`config.mk`:
```
export PLATFORM = sky130hd
export DESIGN_NAME = sector_bitmap_allocator_flat
export DESIGN_NICKNAME = d
export VERILOG_FILES = /design/src/hdl/sba_pkg.sv /design/src/hdl/sba_req_if.sv /design/src/hdl/sba_rsp_if.sv /design/src/hdl/sba_ram.sv /design/src/hdl/sba_ctrl.sv /design/src/hdl/sba_dp.sv /design/src/hdl/sector_bitmap_allocator.sv /design/src/flat_wrapper.sv
export SDC_FILE = /design/constraint.sdc
export NUM_CORES = 2
export LEC_CHECK = 0
export ABC_AREA = 1
export CAP_MARGIN = 25
export CORE_MARGIN = 2
export CORE_UTILIZATION = 60
export CTS_BUF_LIST = sky130_fd_sc_hd__clkbuf_4
export DETAILED_ROUTE_END_ITERATION = 8
export DONT_BUFFER_PORTS = 1
export HOLD_SLACK_MARGIN = 0.1
export PLACE_DENSITY = 0.8
export REMOVE_ABC_BUFFERS = 1
export SKIP_LAST_GASP = 1
export SYNTH_ARGS = -nofsm -noshare
export SYNTH_HDL_FRONTEND = slang
export SYNTH_HIERARCHICAL = 1
export SYNTH_SLANG_ARGS = --single-unit
```
`constraint.sdc`:
```
create_clock -name i_clk -period 17.2 [get_ports i_clk]
set_input_delay 1.72 -clock i_clk [delete_from_list [all_inputs] [get_ports i_clk]]
set_output_delay 1.72 -clock i_clk [all_outputs]
set_load 0.05 [all_outputs]
```
`src/hdl/sba_pkg.sv`:
```
package sba_pkg;

    // field widths
    localparam int OP_W    = 2;
    localparam int START_W = 10;
    localparam int LEN_W   = 11;
    localparam int STAT_W  = 2;
    localparam int CFG_W   = 11;
    localparam int SECT_W  = 11;   // sector index / count inside the medium
    localparam int SUM_W   = 12;   // start + length
    localparam int WORD_W  = 64;   // map bits per memory word
    localparam int BIT_W   = 6;    // bit index inside a word
    localparam int WIDX_W  = SECT_W - BIT_W;

    localparam logic [CFG_W-1:0] CFG_RESET = 11'd1024;

    // opcodes
    localparam logic [OP_W-1:0] OP_MARK_USED = 2'd0;
    localparam logic [OP_W-1:0] OP_MARK_FREE = 2'd1;
    localparam logic [OP_W-1:0] OP_FIND      = 2'd2;

    // status codes
    localparam logic [STAT_W-1:0] ST_OK        = 2'd0;
    localparam logic [STAT_W-1:0] ST_NO_SPACE  = 2'd1;
    localparam logic [STAT_W-1:0] ST_RANGE_ERR = 2'd2;

    typedef struct packed {
        logic [OP_W-1:0]    opcode;
        logic [START_W-1:0] start_sector;
        logic [LEN_W-1:0]   range_length;
    } t_req;

    typedef struct packed {
        logic [STAT_W-1:0]  status;
        logic [START_W-1:0] extent_start;
        logic [LEN_W-1:0]   extent_length;
    } t_rsp;

    // controller -> datapath
    typedef struct packed {
        logic clr;     // write one zero word of the clearing pass
        logic load;    // latch the request
        logic check;   // decode request, set up walk
        logic rd;      // read current map word
        logic mwr;     // write back marked word, advance
        logic seval;   // evaluate search on current word
        logic emit;    // load the output register
    } t_cmd;

    // datapath -> controller
    typedef struct packed {
        logic clr_last;
        logic go_mark;
        logic go_search;
        logic mark_last;
        logic sdone;
        logic sstay;
        logic out_free;
    } t_sts;

endpackage

```
`src/hdl/sba_req_if.sv`:
```
interface sba_req_if;
    logic                              valid;
    logic                              ready;
    logic [sba_pkg::OP_W-1:0]          opcode;
    logic [sba_pkg::START_W-1:0]       start_sector;
    logic [sba_pkg::LEN_W-1:0]         range_length;

    modport source (output valid, output opcode, output start_sector, output range_length,
                    input ready);
    modport sink (input valid, input opcode, input start_sector, input range_length,
                  output ready);
endinterface

```
`src/hdl/sba_rsp_if.sv`:
```
interface sba_rsp_if;
    logic                              valid;
    logic                              ready;
    logic [sba_pkg::STAT_W-1:0]        status;
    logic [sba_pkg::START_W-1:0]       extent_start;
    logic [sba_pkg::LEN_W-1:0]         extent_length;

    modport source (output valid, output status, output extent_start, output extent_length,
                    input ready);
    modport sink (input valid, input status, input extent_start, input extent_length,
                  output ready);
endinterface

```
`src/hdl/sba_ram.sv`:
```
module sba_ram #(
    parameter int WIDTH = 64,
    parameter int DEPTH = 16,
    localparam int AW = (DEPTH > 1) ? $clog2(DEPTH) : 1
) (
    input  logic             i_clk,
    input  logic             i_we,
    input  logic [AW-1:0]    i_waddr,
    input  logic [WIDTH-1:0] i_wdata,
    input  logic             i_re,
    input  logic [AW-1:0]    i_raddr,
    output logic [WIDTH-1:0] o_rdata
);

    logic [WIDTH-1:0] r_mem [DEPTH];
    logic [WIDTH-1:0] r_rdata;

    always_ff @(posedge i_clk) begin
        if (i_we) begin
            r_mem[i_waddr] <= i_wdata;
        end
        if (i_re) begin
            r_rdata <= r_mem[i_raddr];
        end
    end

    assign o_rdata = r_rdata;

endmodule

```
`src/hdl/sba_ctrl.sv`:
```
module sba_ctrl (
    input  logic          i_clk,
    input  logic          i_rst_n,
    input  logic          i_req_valid,
    output logic          o_req_ready,
    input  sba_pkg::t_sts i_sts,
    output sba_pkg::t_cmd o_cmd
);

    typedef enum logic [2:0] {
        S_CLEAR,
        S_IDLE,
        S_CHECK,
        S_MRD,
        S_MWR,
        S_SRD,
        S_SEVAL,
        S_DONE
    } t_state;

    t_state r_state, n_state;
    logic   r_ready;

    always_comb begin
        n_state = r_state;
        o_cmd   = '0;
        case (r_state)
            S_CLEAR: begin
                o_cmd.clr = 1'b1;
                if (i_sts.clr_last) begin
                    n_state = S_IDLE;
                end
            end
            S_IDLE: begin
                if (i_req_valid && r_ready) begin
                    o_cmd.load = 1'b1;
                    n_state    = S_CHECK;
                end
            end
            S_CHECK: begin
                o_cmd.check = 1'b1;
                if (i_sts.go_mark) begin
                    n_state = S_MRD;
                end else if (i_sts.go_search) begin
                    n_state = S_SRD;
                end else begin
                    n_state = S_DONE;
                end
            end
            S_MRD: begin
                o_cmd.rd = 1'b1;
                n_state  = S_MWR;
            end
            S_MWR: begin
                o_cmd.mwr = 1'b1;
                n_state   = i_sts.mark_last ? S_DONE : S_MRD;
            end
            S_SRD: begin
                o_cmd.rd = 1'b1;
                n_state  = S_SEVAL;
            end
            S_SEVAL: begin
                o_cmd.seval = 1'b1;
                if (i_sts.sdone) begin
                    n_state = S_DONE;
                end else if (i_sts.sstay) begin
                    n_state = S_SEVAL;
                end else begin
                    n_state = S_SRD;
                end
            end
            S_DONE: begin
                if (i_sts.out_free) begin
                    o_cmd.emit = 1'b1;
                    n_state    = S_IDLE;
                end
            end
            default: begin
                n_state = S_IDLE;
            end
        endcase
    end

    always_ff @(posedge i_clk) begin
        if (!i_rst_n) begin
            r_state <= S_CLEAR;
            r_ready <= 1'b0;
        end else begin
            r_state <= n_state;
            r_ready <= (n_state == S_IDLE);
        end
    end

    assign o_req_ready = r_ready;

endmodule

```
`src/hdl/sba_dp.sv`:
```
module sba_dp #(
    parameter int MAX_SECTORS = 1024
) (
    input  logic                        i_clk,
    input  logic                        i_rst_n,
    input  logic                        i_cfg_we,
    input  logic [sba_pkg::CFG_W-1:0]   i_cfg_wdata,
    input  sba_pkg::t_req               i_req,
    input  sba_pkg::t_cmd               i_cmd,
    output sba_pkg::t_sts               o_sts,
    output logic                        o_rsp_valid,
    input  logic                        i_rsp_ready,
    output sba_pkg::t_rsp               o_rsp
);

    localparam int MAP_WORDS = (MAX_SECTORS + sba_pkg::WORD_W - 1) / sba_pkg::WORD_W;
    localparam int AW        = (MAP_WORDS > 1) ? $clog2(MAP_WORDS) : 1;
    // largest count the 11-bit register can select
    localparam int CAP       = (MAX_SECTORS < 2047) ? MAX_SECTORS : 2047;

    localparam logic [sba_pkg::WORD_W-1:0] ALL1 = '1;

    // index of lowest set bit
    function automatic logic [sba_pkg::BIT_W-1:0] lowest_set(
        input logic [sba_pkg::WORD_W-1:0] v
    );
        logic [sba_pkg::BIT_W-1:0] idx;
        idx = '0;
        for (int i = sba_pkg::WORD_W - 1; i >= 0; i--) begin
            if (v[i]) begin
                idx = sba_pkg::BIT_W'(i);
            end
        end
        return idx;
    endfunction

    logic [sba_pkg::CFG_W-1:0]    r_cfg;
    logic [AW-1:0]                r_clr_addr;
    logic [sba_pkg::OP_W-1:0]     r_op;
    logic [sba_pkg::START_W-1:0]  r_start;
    logic [sba_pkg::LEN_W-1:0]    r_len;
    logic [sba_pkg::SECT_W-1:0]   r_n;
    logic [sba_pkg::SUM_W-1:0]    r_end;
    logic [sba_pkg::WIDX_W-1:0]   r_word;
    logic [sba_pkg::BIT_W-1:0]    r_lo;
    logic                         r_phase2;
    logic [sba_pkg::STAT_W-1:0]   r_status;
    logic [sba_pkg::START_W-1:0]  r_ext_start;
    logic [sba_pkg::LEN_W-1:0]    r_ext_len;
    logic                         r_out_valid;
    sba_pkg::t_rsp                r_out;

    logic [sba_pkg::SECT_W-1:0]   eff_n;
    logic [sba_pkg::SUM_W-1:0]    sum;
    logic                         is_mark;
    logic                         range_bad;
    logic                         search_empty;
    logic [sba_pkg::SUM_W-1:0]    end_m1;
    logic [sba_pkg::SECT_W-1:0]   n_m1;
    logic                         mark_last;
    logic                         search_last;
    logic [sba_pkg::WORD_W-1:0]   rdata;
    logic [sba_pkg::WORD_W-1:0]   mark_mask;
    logic [sba_pkg::WORD_W-1:0]   mark_word;
    logic [sba_pkg::WORD_W-1:0]   stop;
    logic [sba_pkg::WORD_W-1:0]   masked;
    logic                         found;
    logic [sba_pkg::BIT_W-1:0]    idx;
    logic                         ram_we;
    logic [AW-1:0]                ram_waddr;
    logic [sba_pkg::WORD_W-1:0]   ram_wdata;

    assign eff_n = (int'(r_cfg) > CAP) ? sba_pkg::SECT_W'(CAP) : r_cfg;

    assign sum          = sba_pkg::SUM_W'(r_start) + sba_pkg::SUM_W'(r_len);
    assign is_mark      = (r_op == sba_pkg::OP_MARK_USED) || (r_op == sba_pkg::OP_MARK_FREE);
    assign range_bad    = sum > sba_pkg::SUM_W'(r_n);
    assign search_empty = sba_pkg::SECT_W'(r_start) >= r_n;

    assign end_m1      = r_end - sba_pkg::SUM_W'(1);
    assign n_m1        = r_n - sba_pkg::SECT_W'(1);
    assign mark_last   = r_word == end_m1[sba_pkg::SECT_W-1:sba_pkg::BIT_W];
    assign search_last = r_word == n_m1[sba_pkg::SECT_W-1:sba_pkg::BIT_W];

    // bits of the current word inside the mark range
    always_comb begin
        mark_mask = ALL1 << r_lo;
        if (mark_last) begin
            mark_mask = mark_mask
                      & (ALL1 >> (sba_pkg::BIT_W'(sba_pkg::WORD_W - 1)
                                   - end_m1[sba_pkg::BIT_W-1:0]));
        end
        mark_word = (r_op == sba_pkg::OP_MARK_USED) ? (rdata | mark_mask)
                                                   : (rdata & ~mark_mask);
    end

    // sectors past the medium end count as used
    always_comb begin
        stop = rdata;
        if (r_word == r_n[sba_pkg::SECT_W-1:sba_pkg::BIT_W]) begin
            stop = stop | (ALL1 << r_n[sba_pkg::BIT_W-1:0]);
        end
        masked = (r_phase2 ? stop : ~stop) & (ALL1 << r_lo);
        found  = |masked;
        idx    = lowest_set(masked);
    end

    always_comb begin
        ram_we    = i_cmd.clr || i_cmd.mwr;
        ram_waddr = i_cmd.clr ? r_clr_addr : AW'(r_word);
        ram_wdata = i_cmd.clr ? '0 : mark_word;
    end

    sba_ram #(
        .WIDTH(sba_pkg::WORD_W),
        .DEPTH(MAP_WORDS)
    ) u_map (
        .i_clk  (i_clk),
        .i_we   (ram_we),
        .i_waddr(ram_waddr),
        .i_wdata(ram_wdata),
        .i_re   (i_cmd.rd),
        .i_raddr(AW'(r_word)),
        .o_rdata(rdata)
    );

    always_comb begin
        o_sts           = '0;
        o_sts.clr_last  = r_clr_addr == AW'(MAP_WORDS - 1);
        o_sts.go_mark   = is_mark && !range_bad && (r_len != '0);
        o_sts.go_search = (r_op == sba_pkg::OP_FIND) && !search_empty;
        o_sts.mark_last = mark_last;
        o_sts.sstay     = !r_phase2 && found;
        o_sts.sdone     = (r_phase2 && found) || (!found && search_last);
        o_sts.out_free  = !r_out_valid || i_rsp_ready;
    end

    // control
    always_ff @(posedge i_clk) begin
        if (!i_rst_n) begin
            r_cfg       <= sba_pkg::CFG_RESET;
            r_clr_addr  <= '0;
            r_out_valid <= 1'b0;
        end else begin
            if (i_cfg_we) begin
                r_cfg <= i_cfg_wdata;
            end
            if (i_cmd.clr) begin
                r_clr_addr <= r_clr_addr + AW'(1);
            end
            if (i_cmd.emit) begin
                r_out_valid <= 1'b1;
            end else if (i_rsp_ready) begin
                r_out_valid <= 1'b0;
            end
        end
    end

    // payload
    always_ff @(posedge i_clk) begin
        if (i_cmd.load) begin
            r_op    <= i_req.opcode;
            r_start <= i_req.start_sector;
            r_len   <= i_req.range_length;
            r_n     <= eff_n;
        end
        if (i_cmd.check) begin
            r_end       <= sum;
            r_word      <= sba_pkg::WIDX_W'(r_start[sba_pkg::START_W-1:sba_pkg::BIT_W]);
            r_lo        <= r_start[sba_pkg::BIT_W-1:0];
            r_phase2    <= 1'b0;
            r_ext_start <= '0;
            r_ext_len   <= '0;
            if (is_mark && range_bad) begin
                r_status <= sba_pkg::ST_RANGE_ERR;
            end else if ((r_op == sba_pkg::OP_FIND) && search_empty) begin
                r_status <= sba_pkg::ST_NO_SPACE;
            end else begin
                r_status <= sba_pkg::ST_OK;
            end
        end
        if (i_cmd.mwr) begin
            r_word <= r_word + sba_pkg::WIDX_W'(1);
            r_lo   <= '0;
        end
        if (i_cmd.seval) begin
            if (!r_phase2) begin
                if (found) begin
                    r_ext_start <= sba_pkg::START_W'({r_word, idx});
                    r_phase2    <= 1'b1;
                    r_lo        <= idx;
                end else if (search_last) begin
                    r_status <= sba_pkg::ST_NO_SPACE;
                end else begin
                    r_word <= r_word + sba_pkg::WIDX_W'(1);
                    r_lo   <= '0;
                end
            end else begin
                if (found) begin
                    r_ext_len <= r_ext_len + sba_pkg::LEN_W'(idx - r_lo);
                end else begin
                    r_ext_len <= r_ext_len
                               + sba_pkg::LEN_W'(7'(sba_pkg::WORD_W) - 7'(r_lo));
                    r_word    <= r_word + sba_pkg::WIDX_W'(1);
                    r_lo      <= '0;
                end
            end
        end
        if (i_cmd.emit) begin
            r_out.status        <= r_status;
            r_out.extent_start  <= r_ext_start;
            r_out.extent_length <= r_ext_len;
        end
    end

    assign o_rsp_valid = r_out_valid;
    assign o_rsp       = r_out;

endmodule

```
`src/hdl/sector_bitmap_allocator.sv`:
```
// Channel    Dir  Handshake          Payload
// i_req      in   valid/ready        opcode, start_sector, range_length
// o_rsp      out  valid/ready        status, extent_start, extent_length
// i_cfg_*    in   write enable only  sectors_in_use (11 bits)
//
// Cycles: one request at a time. Mark range: 3 + 2 per 64-sector word touched; search:
//   3 + 2 per word visited + 1 where the free extent begins. Registered map reads set the pace.
// Reset: after i_rst_n the map is zeroed by a pass of ceil(MAX_SECTORS/64) cycles,
//   one word per cycle; i_req.ready stays low until it ends.
// Stalls: the response sits in an output register; the next request is taken
//   while it waits, but its own response holds until the register frees.
module sector_bitmap_allocator #(
    parameter int MAX_SECTORS = 1024
) (
    input  logic                       i_clk,
    input  logic                       i_rst_n,
    input  logic                       i_cfg_we,
    input  logic [sba_pkg::CFG_W-1:0]  i_cfg_wdata,
    sba_req_if.sink                    i_req,
    sba_rsp_if.source                  o_rsp
);

    sba_pkg::t_cmd cmd;
    sba_pkg::t_sts sts;
    sba_pkg::t_req req;
    sba_pkg::t_rsp rsp;
    logic          rsp_valid;

    // pack request fields for the datapath
    assign req.opcode       = i_req.opcode;
    assign req.start_sector = i_req.start_sector;
    assign req.range_length = i_req.range_length;

    // sequencer: clear pass, request decode, map word walk
    sba_ctrl u_ctrl (
        .i_clk      (i_clk),
        .i_rst_n    (i_rst_n),
        .i_req_valid(i_req.valid),
        .o_req_ready(i_req.ready),
        .i_sts      (sts),
        .o_cmd      (cmd)
    );

    // map memory, range masks, free/used search, output register
    sba_dp #(
        .MAX_SECTORS(MAX_SECTORS)
    ) u_dp (
        .i_clk      (i_clk),
        .i_rst_n    (i_rst_n),
        .i_cfg_we   (i_cfg_we),
        .i_cfg_wdata(i_cfg_wdata),
        .i_req      (req),
        .i_cmd      (cmd),
        .o_sts      (sts),
        .o_rsp_valid(rsp_valid),
        .i_rsp_ready(o_rsp.ready),
        .o_rsp      (rsp)
    );

    assign o_rsp.valid         = rsp_valid;
    assign o_rsp.status        = rsp.status;
    assign o_rsp.extent_start  = rsp.extent_start;
    assign o_rsp.extent_length = rsp.extent_length;

endmodule
```
`src/flat_wrapper.sv`:
```
// flat-port wrapper written by rule: the top's interface ports become plain ports
module sector_bitmap_allocator_flat 
#(
    parameter int MAX_SECTORS = 1024
)
  (i_clk, i_rst_n, i_cfg_we, i_cfg_wdata, i_req_valid, i_req_opcode, i_req_start_sector, i_req_range_length, i_req_ready, o_rsp_valid, o_rsp_status, o_rsp_extent_start, o_rsp_extent_length, o_rsp_ready);
  sba_req_if i_req_i ();
  sba_rsp_if o_rsp_i ();
  input  logic i_clk;
  input  logic i_rst_n;
  input  logic i_cfg_we;
  input  logic [sba_pkg::CFG_W-1:0] i_cfg_wdata;
  input wire logic [$bits(i_req_i.valid)-1:0] i_req_valid;
  input wire logic [$bits(i_req_i.opcode)-1:0] i_req_opcode;
  input wire logic [$bits(i_req_i.start_sector)-1:0] i_req_start_sector;
  input wire logic [$bits(i_req_i.range_length)-1:0] i_req_range_length;
  output wire logic [$bits(i_req_i.ready)-1:0] i_req_ready;
  output wire logic [$bits(o_rsp_i.valid)-1:0] o_rsp_valid;
  output wire logic [$bits(o_rsp_i.status)-1:0] o_rsp_status;
  output wire logic [$bits(o_rsp_i.extent_start)-1:0] o_rsp_extent_start;
  output wire logic [$bits(o_rsp_i.extent_length)-1:0] o_rsp_extent_length;
  input wire logic [$bits(o_rsp_i.ready)-1:0] o_rsp_ready;
  assign i_req_i.valid = i_req_valid;
  assign i_req_i.opcode = i_req_opcode;
  assign i_req_i.start_sector = i_req_start_sector;
  assign i_req_i.range_length = i_req_range_length;
  assign i_req_ready = i_req_i.ready;
  assign o_rsp_valid = o_rsp_i.valid;
  assign o_rsp_status = o_rsp_i.status;
  assign o_rsp_extent_start = o_rsp_i.extent_start;
  assign o_rsp_extent_length = o_rsp_i.extent_length;
  assign o_rsp_i.ready = o_rsp_ready;
  sector_bitmap_allocator #(.MAX_SECTORS(MAX_SECTORS)) u_core (.i_clk(i_clk), .i_rst_n(i_rst_n), .i_cfg_we(i_cfg_we), .i_cfg_wdata(i_cfg_wdata), .i_req(i_req_i), .o_rsp(o_rsp_i));
endmodule
```
# Word level (Yosys, flattened, before mapping)

Memories as Yosys holds them, arrays and structs flattened. A register that Yosys moved wholly into a read port is not among the register bits.
Cells that the tools add are included.

Bits of input ports: 39
Output and inout port bits: 25
Flip-flop bits (word level): 123
Memories: 1
Bits in writable memories: 1024
Logic and storage cells: 206

Memories:

| memory                  | words | bits a word | read ports | clocked after memory_dff | write ports | line          | RTL |
|---|---|---|---|---|---|---|---|
| u_core.u_dp.u_map.r_mem | 16    | 64          | 1          | 1                        | 1           | sba_ram.sv:15 | `logic [WIDTH-1:0] r_mem [DEPTH];` |

Mux-type cells: 125
Shifts and indexed selects: 3
Bitwise operators: 7
Add/subtract/negate cells: 10
Equality and inequality tests: 14
Order comparisons: 3
Reductions and logical operators: 24

Operators with widths:

| cell                    | count |
|---|---|
| $mux W6                 | 71 |
| $mux W64                | 5 |
| $and A64 B64 Y64        | 3 |
| $not A64 Y64            | 2 |
| $or A64 B64 Y64         | 2 |
| $shl A64 B6 Y64 const A | 2 |
| $reduce_or A64 Y1       | 1 |
| $shr A64 B6 Y64 const A | 1 |
| $mux W11                | 4 |
| $mux W10                | 4 |
| $mux W5                 | 7 |
| $pmux W3 S8             | 1 |
| $add A11 B11 Y11        | 2 |
| $sub A11 B1 Y11 const B | 2 |
| $mux W1                 | 18 |
| $mux W3                 | 6 |
| $mux W2                 | 8 |
| $eq A5 B5 Y1            | 3 |
| $add A10 B11 Y12        | 1 |
| $eq A3 B3 Y1 const B    | 4 |
| $gt A12 B11 Y1          | 1 |
| $ge A10 B11 Y1          | 1 |
| $gt A11 B11 Y1 const B  | 1 |
| $reduce_bool A11 Y1     | 1 |
| other kinds (18)        | 35 |

# Depth between registers and ports, before layout

Depth after elaboration: 75
Depth in mapped cells: 95
Depth with buffers taken out: 95

# Modules after synthesis

The synthesis kept the hierarchy.

By module, submodules not included:

| module   | area each (µm²) | cells each | seq. area each (µm²) | times used |
|---|---|---|---|---|
| sba_ram  | 45926.5         | 4210       | 32671.3              | 1 |
| sba_dp   | 10855.4         | 1687       | 3062.9               | 1 |
| sba_ctrl | 352.8           | 62         | 80.1                 | 1 |

# Worst setup path after synthesis

Ideal clock, no wire load.

Path type: register -> register
Start point: register u_core/u_dp/r_n[8] in the netlist's numbering
End point: register u_core/u_dp/r_ext_len[10] in the netlist's numbering
Slack: 10.389 ns
Period minus slack after synthesis: 6.811 ns
Setup time: 0.126 ns
Arrival: 6.685 ns
Path buffers: 1
Data required time: 17.074 ns
Stages on the path, launching flop included: 92
Cell sequence: edfxtp_1 inv_1 nand2_2 nand2_2 nand3_2 nor2_4 buf_6 nand4_2 nand3_1 nand3b_2 nand2_1 nand2_1 nand2_1 nand2_1 nand2_1 nand2_1 nand2_1 nand2_1 (+56 left out) a31oi_1 nor2_1 or2_2 a21oi_1 nand2_1 o31ai_1 ha_1 inv_1 nor2_1 nor2_1 inv_1 a21oi_1 nor2_1 o21a_1 nor2_1 xor2_1 xnor2_1 o21ai_0

Cells in the longest elaborated chain, start to end: 74
Elaborated cells between the ends (all ways): 75
Classes of those cells: add/sub (2); eq/ne (1); mux (69); bitwise (2); reduce/logical (1)

RTL lines:

| element                | line          | RTL |
|---|---|---|
| start, declared        | sba_dp.sv:42  | `logic [sba_pkg::SECT_W-1:0] r_n;` |
| start signal, assigned | sba_dp.sv:165 | `r_n <= eff_n;` |
| $eq A5 B5 Y1 (*)       | sba_dp.sv:100 | `if (r_word == r_n[sba_pkg::SECT_W-1:sba_pkg::BIT_W]) begin` |
| $mux W64 (*)           | sba_dp.sv:100 |  |
| $not A64 Y64           | sba_dp.sv:103 | `masked = (r_phase2 ? stop : ~stop) & (ALL1 << r_lo);` |
| $mux W64 (*)           | sba_dp.sv:103 |  |
| $and A64 B64 Y64 (*)   | sba_dp.sv:103 |  |
| $mux W6 (64 in series) | sba_dp.sv:30  | `if (v[i]) begin` |
| $sub A6 B6 Y7          | sba_dp.sv:200 | `r_ext_len <= r_ext_len + sba_pkg::LEN_W'(idx - r_lo);` |
| $add A11 B11 Y11       | sba_dp.sv:200 |  |
| $mux W11 (*)           | sba_dp.sv:199 | `if (found) begin` |
| $mux W11 (*)           | sba_dp.sv:187 | `if (!r_phase2) begin` |
| $mux W11 (*)           | sba_dp.sv:186 | `if (i_cmd.seval) begin` |
| end signal, assigned   | sba_dp.sv:200 |  |
| end signal, assigned   | sba_dp.sv:202 | `r_ext_len <= r_ext_len` |
| end, declared          | sba_dp.sv:49  | `logic [sba_pkg::LEN_W-1:0] r_ext_len;` |

Mark *: on every way between the ends. The rest lies on a longest branch, timed or not.
A chain may end at the register's enable or synchronous reset.

# Final worst setup path

Start point: register u_core/u_dp/r_word[3] in the netlist's numbering
End point: register u_core/u_dp/r_ext_len[10] in the netlist's numbering

Cells in the longest elaborated chain, start to end: 74
Elaborated cells between the ends (all ways): 75
Classes of those cells: add/sub (2); eq/ne (1); mux (69); bitwise (2); reduce/logical (1)

RTL lines:

| element                | line          | RTL |
|---|---|---|
| start, declared        | sba_dp.sv:44  | `logic [sba_pkg::WIDX_W-1:0] r_word;` |
| start signal, assigned | sba_dp.sv:169 | `r_word <= sba_pkg::WIDX_W'(r_start[sba_pkg::START_W-1:sba_pkg::BIT_W]);` |
| start signal, assigned | sba_dp.sv:183 | `r_word <= r_word + sba_pkg::WIDX_W'(1);` |
| start signal, assigned | sba_dp.sv:195 | `r_word <= r_word + sba_pkg::WIDX_W'(1);` |
| $eq A5 B5 Y1 (*)       | sba_dp.sv:100 |  |
| $mux W64 (*)           | sba_dp.sv:100 |  |
| $not A64 Y64           | sba_dp.sv:103 |  |
| $mux W64 (*)           | sba_dp.sv:103 |  |
| $and A64 B64 Y64 (*)   | sba_dp.sv:103 |  |
| $mux W6 (64 in series) | sba_dp.sv:30  |  |
| $sub A6 B6 Y7          | sba_dp.sv:200 |  |
| $add A11 B11 Y11       | sba_dp.sv:200 |  |
| $mux W11 (*)           | sba_dp.sv:199 |  |
| $mux W11 (*)           | sba_dp.sv:187 |  |
| $mux W11 (*)           | sba_dp.sv:186 |  |

Marked as above.

==> impl_summary.txt <==
----------------------------------------------------
[Routing]
  DR DRC count ... 0
  Mean routed wirelength per cell ... 22.6 um
  DRC marker count from the first detailed-route iteration ... 5,642
  DRT antenna net count ... 0
  Pre-antenna DRT Iters ... 7
  Routed vias ... 43,544
  Vias per inst ... 5.72
  Drt total wl ... 172,000 um

[Clocking]
  Cts repair resizes ... 0
  Number of buffers added for setup after CTS ... 0
  Clock latency of the later-clocked register in the worst-skew pair ... 1.22 ns
  Post-CTS clock slew at the launch and capture registers of the worst setup and hold paths ... 0.07 ns
  Clock sink total ... 1,211
  TritonCTS clock tree ... yes
  Maximum level of the CTS H-tree ... 5
  Cts bufs inserted ... 317
  Clk Tree Root Cell ... sky130_fd_sc_hd__clkbuf_4
  Maximum count of clock buffers along a single path ... 4
  CTS Hold Bufs ... 0

[Final layout]
  Commonest non-fill, non-tap cells in the layout ... sky130_fd_sc_hd__nand2_1 (1,671), sky130_fd_sc_hd__edfxtp_1 (1,156), sky130_fd_sc_hd__inv_1 (964), sky130_fd_sc_hd__nand3_1 (862), sky130_fd_sc_hd__clkbuf_4 (442)
  Share of cells above drive strength 1 ... 11.0%
  Final core utilization ... 65.6%
  Area delta synth->final ... 8.73%
  Most common cell after layout, fill and taps aside ... sky130_fd_sc_hd__nand2_1
  Number of nets in the finished design ... 6,233
  Final cell count without fillers ... 7,609
  Final non-filler cell area ... 62,100 um2

[Worst setup path]
  Crit Path Class ... reg -> reg
  Count of buffer and inverter cells on the critical path ... 6
  Arrival time worst endpoint ... 10.79 ns
  Top Family by Delay on Critical Path ... simple AND/OR/NAND/NOR gates
  Cell with the largest stage delay on the worst path ... sky130_fd_sc_hd__dfxtp_4
  Critical Path Sink Type ... flop
  Crit path largest cell delay ... 0.79 ns
  Required time at the endpoint of the critical path ... 18.20 ns
  Path length in cells of the critical path ... 95
  Register-to-Register Path Depth ... 95
  Startpoint Class ... flop
  Cell mode on critical path ... sky130_fd_sc_hd__nand2_1
  Crit path max fanout ... 37

[Timing]
  Total negative slack for setup checks ... 0 ns
  Worst slew slack as a fraction of its limit ... 19.4%
  Slew at the pin closest to its max-slew limit ... 1.21 ns
  Final number of max-transition violations ... 0
  Worst hold margin ... 0.453 ns
  Final Hold Viols ... 0
  Final Critical Period ... 9.80 ns
  Setup clock skew after layout ... 0.104 ns
  Crit share post-route ... 56.9%
  Fmax achieved ... 102 MHz
  RSZ-0062 raised after global routing ... false
  Final WS setup ... 7.40 ns
  Final setup violation count ... 0

[Synth]
  Mean cell area of the mapped netlist ... 9.59 um2
  Yosys cell types ... 58
  Number of synthesized flops with an enable pin ... 1,156
  Post-Syn Area ... 57,100 um2
  Synth Flop Type ... sky130_fd_sc_hd__edfxtp_1
  Synth top area share ... 60.8%
  Sequential area share after synthesis ... 62.7%
  Cell type with the largest total area after synthesis ... sky130_fd_sc_hd__edfxtp_1
  Synth top area cells ... sky130_fd_sc_hd__edfxtp_1 (61%), sky130_fd_sc_hd__nand2_1 (11%), sky130_fd_sc_hd__nand3_1 (7.6%)
  Number of instances in the synthesized netlist ... 5,959
  Post-synthesis async set-or-reset flop share ... 0%
  FF+latch count, synth ... 1,211
  Yosys Warn Count ... 6

[Floorplan]
  Chip width ... 313 um
  Standard-cell rows ... 113
  Area of the die ... 97,700 um2
  I/O pin total ... 64
  Placeable core area ... 94,700 um2
  Starting density of the core ... 60.3%
  Chip height ... 313 um

[Placement]
  Placed wire-length estimate after detailed placement ... 104,000 um
  Post-Place Cells ... 7,056
  Number of I/O port buffers ... 0
  Setup WS pre-CTS ... 7.62 ns
  Cell Area, Placed ... 58,200 um2
  Global placer's final weighted congestion ... 1.04

[Global routing]
  Initial antenna violation count ... 6
  First-pass GRT wire length ... 254,000 um
  Remaining global-route overflow ... 0
  Total Routing Usage GR ... 35.1%
  Via count of the first global-routing pass ... 41,505
  Pin count of the biggest net entering global routing ... 200

[Pwr]
  Total Power Consumption ... 8.05 mW
  Power density relative to cell area ... 130 nW/um2
  IR Drop Worst-Case VDD ... 0.102 mV
  Leak pwr ... 27.1 nW

[Min path]
  Min-Delay Path Depth ... 0
  Type of the tightest min-delay check ... reg -> reg

[Job]
  Max Cap Violations ... 0

[Run status]
  Outcome ... complete, no violations

----------------------------------------------------
-- final cells by class --
| class | count | area, um2 |
|---|---|---|
| flip-flops and latches | 1211 | 35800 |
| fillers | 7296 | 32600 |
| multi-input cells | 3480 | 16100 |
| inverters | 986 | 3730 |
| well taps | 1265 | 1580 |
| clock inverters | 86 | 420 |
| clock buffers | 442 | 3320 |
| diodes | 2 | 5.00 |
| repair buffers | 137 | 1120 |
-- state kept, by name, indices dropped and copies added, names as in the netlist, 11 cells and up --
name,count
u_core/u_dp/r_len,11
u_core/u_dp/u_map/r_mem,1024
u_core/u_dp/u_map/o_rdata,64
u_core/u_dp/r_ext_len,11
u_core/u_dp/r_n,11
u_core/u_dp/r_end,11
u_core/u_dp/r_cfg,11
u_core/u_dp/o_rsp,23
-- cell usage after synthesis (all sizes together) (13+ instances only) --
cell and instances:
buf 206, ha 58, a21oi 191, nand2 1682, o21ai 218, nor3 26
edfxtp 1156, xor2 28, or2 19, dfxtp 55, inv 982, a311oi 13
nor2 280, clkbuf 76, nand3 866
-- logic make-up (layout without fill, tap and decap cells) --
family	after synthesis	after routing	share of synthesized area, %
buffers and inverters	1268	1651	9.40
adder cells (fa/ha/maj)	61	61	1.38
XOR/XNOR	36	36	0.565
other	0	2	0
multiplexers	1	1	0.0175
flip-flops	1211	1211	62.7
AND/OR/NAND/NOR	2906	2906	21.5
AO/OA/AOI/OAI	476	476	4.50
-- where the power goes --
part	total (mW)	internal, mW	switching, mW	leakage, nW
registers	3.40	3.31	0.0830	11.3
logic	2.29	0.639	1.65	13.5
clock network	2.36	1.22	1.14	2.24
-- final timing paths --
| kind | startpoint | to | slack [ns] |
|---|---|---|---|
| setup / recovery | u_core/u_dp/r_word[3] | u_core/u_dp/r_ext_len[10] | 7.40 |
| hold / removal | u_core/u_dp/r_status[1] | u_core/u_dp/o_rsp[22] | 0.45 |
| setup reg to reg | u_core/u_dp/r_word[3] | u_core/u_dp/r_ext_len[10] | 7.40 |
| hold reg to reg | u_core/u_dp/r_status[1] | u_core/u_dp/o_rsp[22] | 0.45 |
-- per-layer routing --
metal	track usage, %	up-vias	wire length [um]
met2	55.9	2634	80700
met3	6.34	430	18100
met4	14.0	4	6160
met5	0	-	27
met1	48.2	20420	67300
li1	-	20056	-
Power figures use the tool's default switching activity.
